## src/rtl/fader_position_send_on_change_macros.svh

```systemverilog
// Assertion macros for the fader position sender.
// Included by the top level; define NO_ASSERTIONS to compile them out.
`ifndef FADER_POSITION_SEND_ON_CHANGE_MACROS_SVH
`define FADER_POSITION_SEND_ON_CHANGE_MACROS_SVH
`ifndef NO_ASSERTIONS
// Same-cycle implication, disabled during reset.
`define FPSOC_ASSERT_NOW(name, clk, rstn, ante, cons, msg) \
  name: assert property (@(posedge clk) disable iff (!rstn) (ante) |-> (cons)) \
    else $error(msg);
// Next-cycle implication, disabled during reset.
`define FPSOC_ASSERT_NEXT(name, clk, rstn, ante, cons, msg) \
  name: assert property (@(posedge clk) disable iff (!rstn) (ante) |=> (cons)) \
    else $error(msg);
`else
`define FPSOC_ASSERT_NOW(name, clk, rstn, ante, cons, msg)
`define FPSOC_ASSERT_NEXT(name, clk, rstn, ante, cons, msg)
`endif
`endif

```

## src/rtl/fpsoc_pkg.sv

```systemverilog
// Shared types and constants of the fader position sender.
// No dependencies; imported by every module of the block.
`default_nettype none

package fpsoc_pkg;

  localparam int SAMPLE_W = 12;
  localparam int POS_W    = 14;

  localparam int ADC_MAX      = 4095;
  localparam int DEADZONE     = 50;
  localparam int POSITION_MAX = 10000;

  localparam logic [POS_W-1:0] MIN_CHANGE_RESET = POS_W'(10);
  localparam logic [POS_W-1:0] POS_MAX_C        = POS_W'(POSITION_MAX);

  // Threshold compares run wide enough for any ADC_MAX in range.
  localparam int CMP_W = 17;
  localparam int HI_THR_I = ADC_MAX - DEADZONE;
  localparam logic [CMP_W-1:0] LO_THR = CMP_W'(DEADZONE);
  localparam logic [CMP_W-1:0] HI_THR = (HI_THR_I < 0) ? '0 : CMP_W'(HI_THR_I);

  // Inner span; the division path is never selected when the deadzones overlap.
  localparam int SPAN = (ADC_MAX > 2 * DEADZONE) ? (ADC_MAX - 2 * DEADZONE) : 1;

  // Reciprocal scaled by POSITION_MAX, rounded up; exact for offsets below 2**SAMPLE_W.
  localparam int      RECIP_SHIFT = $clog2(SPAN) + SAMPLE_W + 1;
  localparam longint  RECIP_L     =
      (((longint'(1) << RECIP_SHIFT) * longint'(POSITION_MAX)) + longint'(SPAN) - 1)
      / longint'(SPAN);
  localparam int      RECIP_W     = $clog2(RECIP_L + 1);
  localparam logic [RECIP_W-1:0] RECIP_C = RECIP_W'(RECIP_L);
  localparam int      PROD_W      = RECIP_SHIFT + POS_W + 1;

  typedef struct packed {
    logic             synced;
    logic [POS_W-1:0] last_sent;
  } fpsoc_state_t;

  typedef struct packed {
    logic             emit;
    logic             initial_sync;
    logic [POS_W-1:0] position;
  } fpsoc_decision_t;

endpackage

`default_nettype wire

```

## src/rtl/fpsoc_map.sv

```systemverilog
// Sample to position map: deadzone snap, scaled reciprocal multiply, direction flip.
// Depends on fpsoc_pkg.
`default_nettype none

module fpsoc_map
  import fpsoc_pkg::*;
(
  input  wire logic [SAMPLE_W-1:0] sample_i,
  input  wire logic                at_top_i,
  output logic      [POS_W-1:0]    position_o
);

  logic [CMP_W-1:0]    sample_ext;
  logic                in_lo;
  logic                in_hi;
  logic [SAMPLE_W-1:0] offset;
  logic [PROD_W-1:0]   product;
  logic [POS_W-1:0]    quotient;
  logic [POS_W-1:0]    mapped;

  assign sample_ext = CMP_W'(sample_i);
  assign in_lo      = (sample_ext <= LO_THR);
  assign in_hi      = (sample_ext >= HI_THR);
  assign offset     = sample_i - SAMPLE_W'(DEADZONE);
  assign product    = PROD_W'(offset) * PROD_W'(RECIP_C);
  assign quotient   = product[RECIP_SHIFT +: POS_W];

  always_comb begin
    if (in_lo) begin
      mapped = '0;
    end else if (in_hi) begin
      mapped = POS_MAX_C;
    end else begin
      mapped = quotient;
    end
  end

  // Rest at the bottom: flip the scale.
  assign position_o = at_top_i ? mapped : (POS_MAX_C - mapped);

endmodule

`default_nettype wire

```

## src/rtl/fpsoc_decide.sv

```systemverilog
// Send-on-change decision against the last sent position.
// Depends on fpsoc_pkg.
`default_nettype none

module fpsoc_decide
  import fpsoc_pkg::*;
(
  input  wire logic [POS_W-1:0]    position_i,
  input  wire logic                connected_i,
  input  wire fpsoc_state_t        state_i,
  input  wire logic [POS_W-1:0]    min_change_i,
  output fpsoc_decision_t          decision_o
);

  logic [POS_W-1:0] delta;
  logic             pos_end;
  logic             last_end;
  logic             moved;

  assign delta    = (position_i >= state_i.last_sent) ? (position_i - state_i.last_sent)
                                                      : (state_i.last_sent - position_i);
  assign pos_end  = (position_i == '0) || (position_i == POS_MAX_C);
  assign last_end = (state_i.last_sent == '0) || (state_i.last_sent == POS_MAX_C);
  assign moved    = (delta >= min_change_i) || (pos_end && !last_end);

  assign decision_o.emit         = connected_i && (!state_i.synced || moved);
  assign decision_o.initial_sync = !state_i.synced;
  assign decision_o.position     = position_i;

endmodule

`default_nettype wire

```

## src/rtl/fader_position_send_on_change.sv

```systemverilog
// Fader position sender: maps fader samples to positions and forwards on change.
// Each accepted request waits in the input register until the result register can advance;
// if it sends, its position is then loaded into the result register and offered downstream.
// Throughput: one request per cycle, set by the single multiply between input and
// result registers; a stalled result lets one more request in, then holds the input.
// Reset (rst_ni low, asynchronous): clears valids, sync flag, last sent position and
// sets min_change to 10. Depends on fpsoc_pkg, fpsoc_map, fpsoc_decide and the macros.
`default_nettype none
`include "fader_position_send_on_change_macros.svh"

module fader_position_send_on_change
  import fpsoc_pkg::*;
(
  input  wire logic        clk_i,
  input  wire logic        rst_ni,
  // Configuration: min_change write
  input  wire logic        cfg_we_i,
  input  wire logic [13:0] cfg_wdata_i,
  // Request stream
  input  wire logic        s_axis_tvalid,
  output logic             s_axis_tready,
  input  wire logic [15:0] s_axis_tdata,   // [11:0] adc_sample, [12] connected,
                                           // [13] fader_at_top, [15:14] zero
  // Result stream
  output logic             m_axis_tvalid,
  input  wire logic        m_axis_tready,
  output logic [15:0]      m_axis_tdata,   // [13:0] position, [15:14] zero
  output logic [0:0]       m_axis_tuser    // [0] initial_sync
);

  // Configuration register
  logic [POS_W-1:0] min_change_q;

  // Input register
  logic                in_valid_q;
  logic [SAMPLE_W-1:0] in_sample_q;
  logic                in_connected_q;
  logic                in_at_top_q;

  // Filter state
  fpsoc_state_t        state_q;

  // Result register
  logic                out_valid_q;
  logic [POS_W-1:0]    out_position_q;
  logic                out_initial_q;

  logic                s_accept;
  logic                advance;
  logic                proc;
  logic [POS_W-1:0]    position;
  fpsoc_decision_t     decision;

  // Advance whenever the result register is empty or being drained; while a result
  // waits downstream the input register takes one more request and then holds it.
  assign advance       = !out_valid_q || m_axis_tready;
  assign proc          = in_valid_q && advance;
  assign s_axis_tready = !in_valid_q || advance;
  assign s_accept      = s_axis_tvalid && s_axis_tready;

  always_ff @(posedge clk_i or negedge rst_ni) begin
    if (!rst_ni) begin
      min_change_q <= MIN_CHANGE_RESET;
    end else if (cfg_we_i) begin
      min_change_q <= cfg_wdata_i;
    end
  end

  // Input register: hold the request until the decision stage takes it.
  always_ff @(posedge clk_i or negedge rst_ni) begin
    if (!rst_ni) begin
      in_valid_q <= 1'b0;
    end else if (s_accept) begin
      in_valid_q <= 1'b1;
    end else if (proc) begin
      in_valid_q <= 1'b0;
    end
  end

  always_ff @(posedge clk_i) begin
    if (s_accept) begin
      in_sample_q    <= s_axis_tdata[11:0];
      in_connected_q <= s_axis_tdata[12];
      in_at_top_q    <= s_axis_tdata[13];
    end
  end

  fpsoc_map u_map (
    .sample_i   (in_sample_q),
    .at_top_i   (in_at_top_q),
    .position_o (position)
  );

  fpsoc_decide u_decide (
    .position_i   (position),
    .connected_i  (in_connected_q),
    .state_i      (state_q),
    .min_change_i (min_change_q),
    .decision_o   (decision)
  );

  // Filter state: drop sync while the link is down, record every sent position.
  always_ff @(posedge clk_i or negedge rst_ni) begin
    if (!rst_ni) begin
      state_q <= '0;
    end else if (proc) begin
      if (!in_connected_q) begin
        state_q.synced <= 1'b0;
      end else if (decision.emit) begin
        state_q.synced    <= 1'b1;
        state_q.last_sent <= decision.position;
      end
    end
  end

  // Result register: load a result only for requests that send one.
  always_ff @(posedge clk_i or negedge rst_ni) begin
    if (!rst_ni) begin
      out_valid_q <= 1'b0;
    end else if (advance) begin
      out_valid_q <= proc && decision.emit;
    end
  end

  always_ff @(posedge clk_i) begin
    if (proc && decision.emit) begin
      out_position_q <= decision.position;
      out_initial_q  <= decision.initial_sync;
    end
  end

  assign m_axis_tvalid = out_valid_q;
  assign m_axis_tdata  = {2'b00, out_position_q};
  assign m_axis_tuser  = out_initial_q;

  // A request with the link down must leave the block unsynchronised.
  `FPSOC_ASSERT_NEXT(a_link_down_clears_sync, clk_i, rst_ni,
                     proc && !in_connected_q, !state_q.synced,
                     "sync flag survived a link-down request")
  // A follow-up send is only possible once synchronised.
  `FPSOC_ASSERT_NOW(a_followup_needs_sync, clk_i, rst_ni,
                    proc && decision.emit && !decision.initial_sync, state_q.synced,
                    "follow-up send without prior sync")
  // Every send is recorded as the last sent position and offered downstream.
  `FPSOC_ASSERT_NEXT(a_send_recorded, clk_i, rst_ni,
                     proc && decision.emit,
                     m_axis_tvalid && (state_q.last_sent == out_position_q),
                     "sent position not recorded")

endmodule

`default_nettype wire

```

## config.mk

```make
export PLATFORM = sky130hd
export DESIGN_NAME = fader_position_send_on_change
export DESIGN_NICKNAME = d
export VERILOG_FILES = /design/src/rtl/fpsoc_pkg.sv /design/src/rtl/fpsoc_map.sv /design/src/rtl/fpsoc_decide.sv /design/src/rtl/fader_position_send_on_change.sv
export VERILOG_INCLUDE_DIRS = /design/src /design/src/rtl
export SDC_FILE = /design/constraint.sdc
export NUM_CORES = 1
export LEC_CHECK = 0
export BUFFER_PORTS_ARGS = -buffer_cell sky130_fd_sc_hd__buf_2
export CAP_MARGIN = 20
export CORE_MARGIN = 2
export CORE_UTILIZATION = 54
export CTS_CLUSTER_DIAMETER = 120
export DETAILED_ROUTE_END_ITERATION = 8
export MAX_ROUTING_LAYER = met4
export PLACE_DENSITY = 0.7
export SYNTH_ARGS = -nofsm -noshare
export SYNTH_HDL_FRONTEND = slang
export SYNTH_SLANG_ARGS = --single-unit
```

## constraint.sdc

```tcl
create_clock -name clk_i -period 20.2 [get_ports clk_i]
set_clock_uncertainty 0.2 [all_clocks]
set_input_delay 4.04 -clock clk_i [delete_from_list [all_inputs] [get_ports clk_i]]
set_output_delay 4.04 -clock clk_i [all_outputs]
set_load 0.005 [all_outputs]
```

==> qor.yml <==
status: "complete, no violations"
synth_area_leader_cell: "ha_1"
grt_pass1_vias: 7060
cpPeakStageDelay_ns: 0.83
min_period_over_period: 0.719
area_delta_synth_final_pct: 8.03
clkSinkCount: 60
ios: 54
cp-end-kind: "flop"
wl_um: 22000
ys_types: 84
postCtsHoldBufs: 0
io_buffers: 49
drive_gt1_frac: 0.100
crit_type: "flop to flop"
maxCapViolCount: 0
cts_resized: 0
vias: 7367
final_cell_mix: "inv_1, ha_1, nand2_1"
synthFlopType: "edfxtp_1"
cts-htree-levels: 3
ys_async_sr_fraction: 0.517
grt_max_degree: 32
place_inst: 1269
hold_path.class: "flop to flop"
die_w_um: 134
dp_hpwl_um: 18300
num_antenna_cells: 0
routedWlPerCell_um: 17.1
die-area_um2: 17900
r2r_slack_ns: 5.67
drtAntennaViolNets: 0
coreArea_um2: 16500
via_per_inst: 5.73
yosys_warnings: 0
final.fill_count: 1454
grt_pass1_wl_um: 36300
die_h_um: 134
hold_viol: 0
layoutNonFillerInstCount: 1285
critPathLaunchType: "flop"
antenna_found_initial: 0
synth_edf_count: 29
gp_congestion: 0.948
drv_slew: 0
setup_tns_ns: 0
cp.arrival_ns: 14.29
core.rowCount: 47
fmax_ghz: 0.0688
rsz0062_at_grt: "false"
synthTopCellsByArea: "ha_1, fa_1, edfxtp_1"
synth.avg_cell_area_um2: 8.88
cts-root-buf: "clkbuf_16"
multiInputGateArea_um2: 6590
numCtsBuffers: 9
initial_core_util: 0.549
cp_max_fo: 22
worst_ep_required_time_ns: 19.97
drtIter0Drc: 610
cts_buffer_depth: 2
regArea_um2: 1650
syn_area_um2: 9070
fin_crit_ns: 14.53
dr.pass1.iters: 7
yosysSeqAreaShare: 0.182
clkTransAtPathRegs_ns: 0.05
crit_family: "compound AO/OA/AOI/OAI gates"
crit_slowest_cell: "a311oi_2"
ys_ff_latch: 60
gr-total-overflow: 0
syn_inst: 1022
mostFrequentLayoutCell: "inv_1"
cp_common_cell: "inv_1"
insertion_delay_ns: 0.34
crit_buf_inv: 10
track_usage: 0.265
final_nets: 1316
synth_top_area_share: 0.223
post_cts_buffers: 0
worst_pin_slew_ns: 0.970
cts_tree: "yes"
setup_violations: 0
drc: 0
fin_util: 0.593
slew_headroom: 0.353
==> per-layer routing <==
layer  vias to the layer above  GRT usage  part of all wire
li1                       3615          -                 -
met1                      3483      0.395              0.50
met2                       242      0.377              0.41
met3                        27     0.0525             0.070
met4                         0     0.0485             0.014
met5                         -          -                 0
==> sequential cells by signal, indices dropped and copies added, names as in the netlist <==
| name | count |
|---|---|
| in_sample_q | 12 |
| m_axis_tvalid | 1 |
| in_valid_q | 1 |
| state_q | 15 |
| m_axis_tuser | 1 |
| min_change_q | 14 |
| in_at_top_q | 1 |
| out_position_q | 14 |
| in_connected_q | 1 |
==> kinds of logic (layout without fill, tap and decap cells) <==
family | count (synthesis) | in the layout | synth area share
muxes | 19 | 19 | 0.0215
adders and majority gates | 221 | 221 | 0.354
DFF | 60 | 60 | 0.182
and+or+nand+nor | 232 | 232 | 0.132
AOI/OAI and AO/OA | 236 | 236 | 0.182
buffers and inverters | 216 | 258 | 0.0924
xor gates and xnor gates | 37 | 37 | 0.0357
other | 1 | 2 | 0.000413
==> worst reg2reg max path: cells and delay by family, from the launching register on <==
kind	cells	cell delay (ns)
AO/OA/AOI/OAI	17	4.25
XOR/XNOR	3	1.08
adder cells (fa/ha/maj)	10	3.90
buffers and inverters	10	1.53
flip-flops	1	0.50
multiplexers	1	0.51
AND/OR/NAND/NOR	9	2.22
==> synth_stat cells, types with 4 or more instances <==
library cell / number
a211o_1: 4
a211oi_1: 5
a21boi_0: 4
a21o_1: 15
a21oi_1: 61
a22o_2: 5
a31o_2: 4
a31oi_1: 9
and2_1: 5
and3_1: 11
and4_1: 4
buf_2: 4
clkbuf_1: 14
dfrtp_1: 29
edfxtp_1: 29
fa_1: 59
ha_1: 162
inv_1: 192
mux2_2: 4
mux2i_1: 15
nand2_1: 70
nand2b_1: 10
nand3_1: 19
nand4_1: 12
nor2_1: 44
nor2b_1: 11
nor3_1: 20
nor4_1: 4
o2111ai_1: 6
o211ai_1: 7
o21a_1: 11
o21ai_0: 50
o21bai_1: 8
o311ai_0: 4
xnor2_1: 25
xor2_1: 12
==> per-stage QoR <==
step	area (um2)	setup slack, ns	hold slack, ns
6_report	9800	5.67	0.333
5_1_grt	9800	4.54	0.340
4_1_cts	9800	5.88	0.337
3_5_place_dp	9480	5.93	0.324
3_3_place_gp	9480	6.13	0.300
2_1_floorplan	9070	7.99	0.280
==> path summary, 6_finish.rpt <==
path | cells after the start | endpoint | from
max | 50 | out_position_q[12] | in_sample_q[1]
min reg2reg | 2 | state_q[14] | state_q[14]
max reg2reg | 50 | out_position_q[12] | in_sample_q[1]
min | 2 | state_q[14] | state_q[14]
max in group asynchronous | 1 | min_change_q[11] | rst_ni
min in group asynchronous | 1 | state_q[6] | rst_ni
==> final cells by class <==
type                    count  share of cell area
multi-input cells         747               0.672
flip-flops and latches     60               0.168
inverters                 193              0.0739
well taps                 220              0.0281
clock buffers              10              0.0255
repair buffers             49              0.0250
clock inverters             6             0.00689
Power is left out: the tool's default activity adds up to more than one toggle a clock period on the data nets, which glitch-free logic cannot reach.
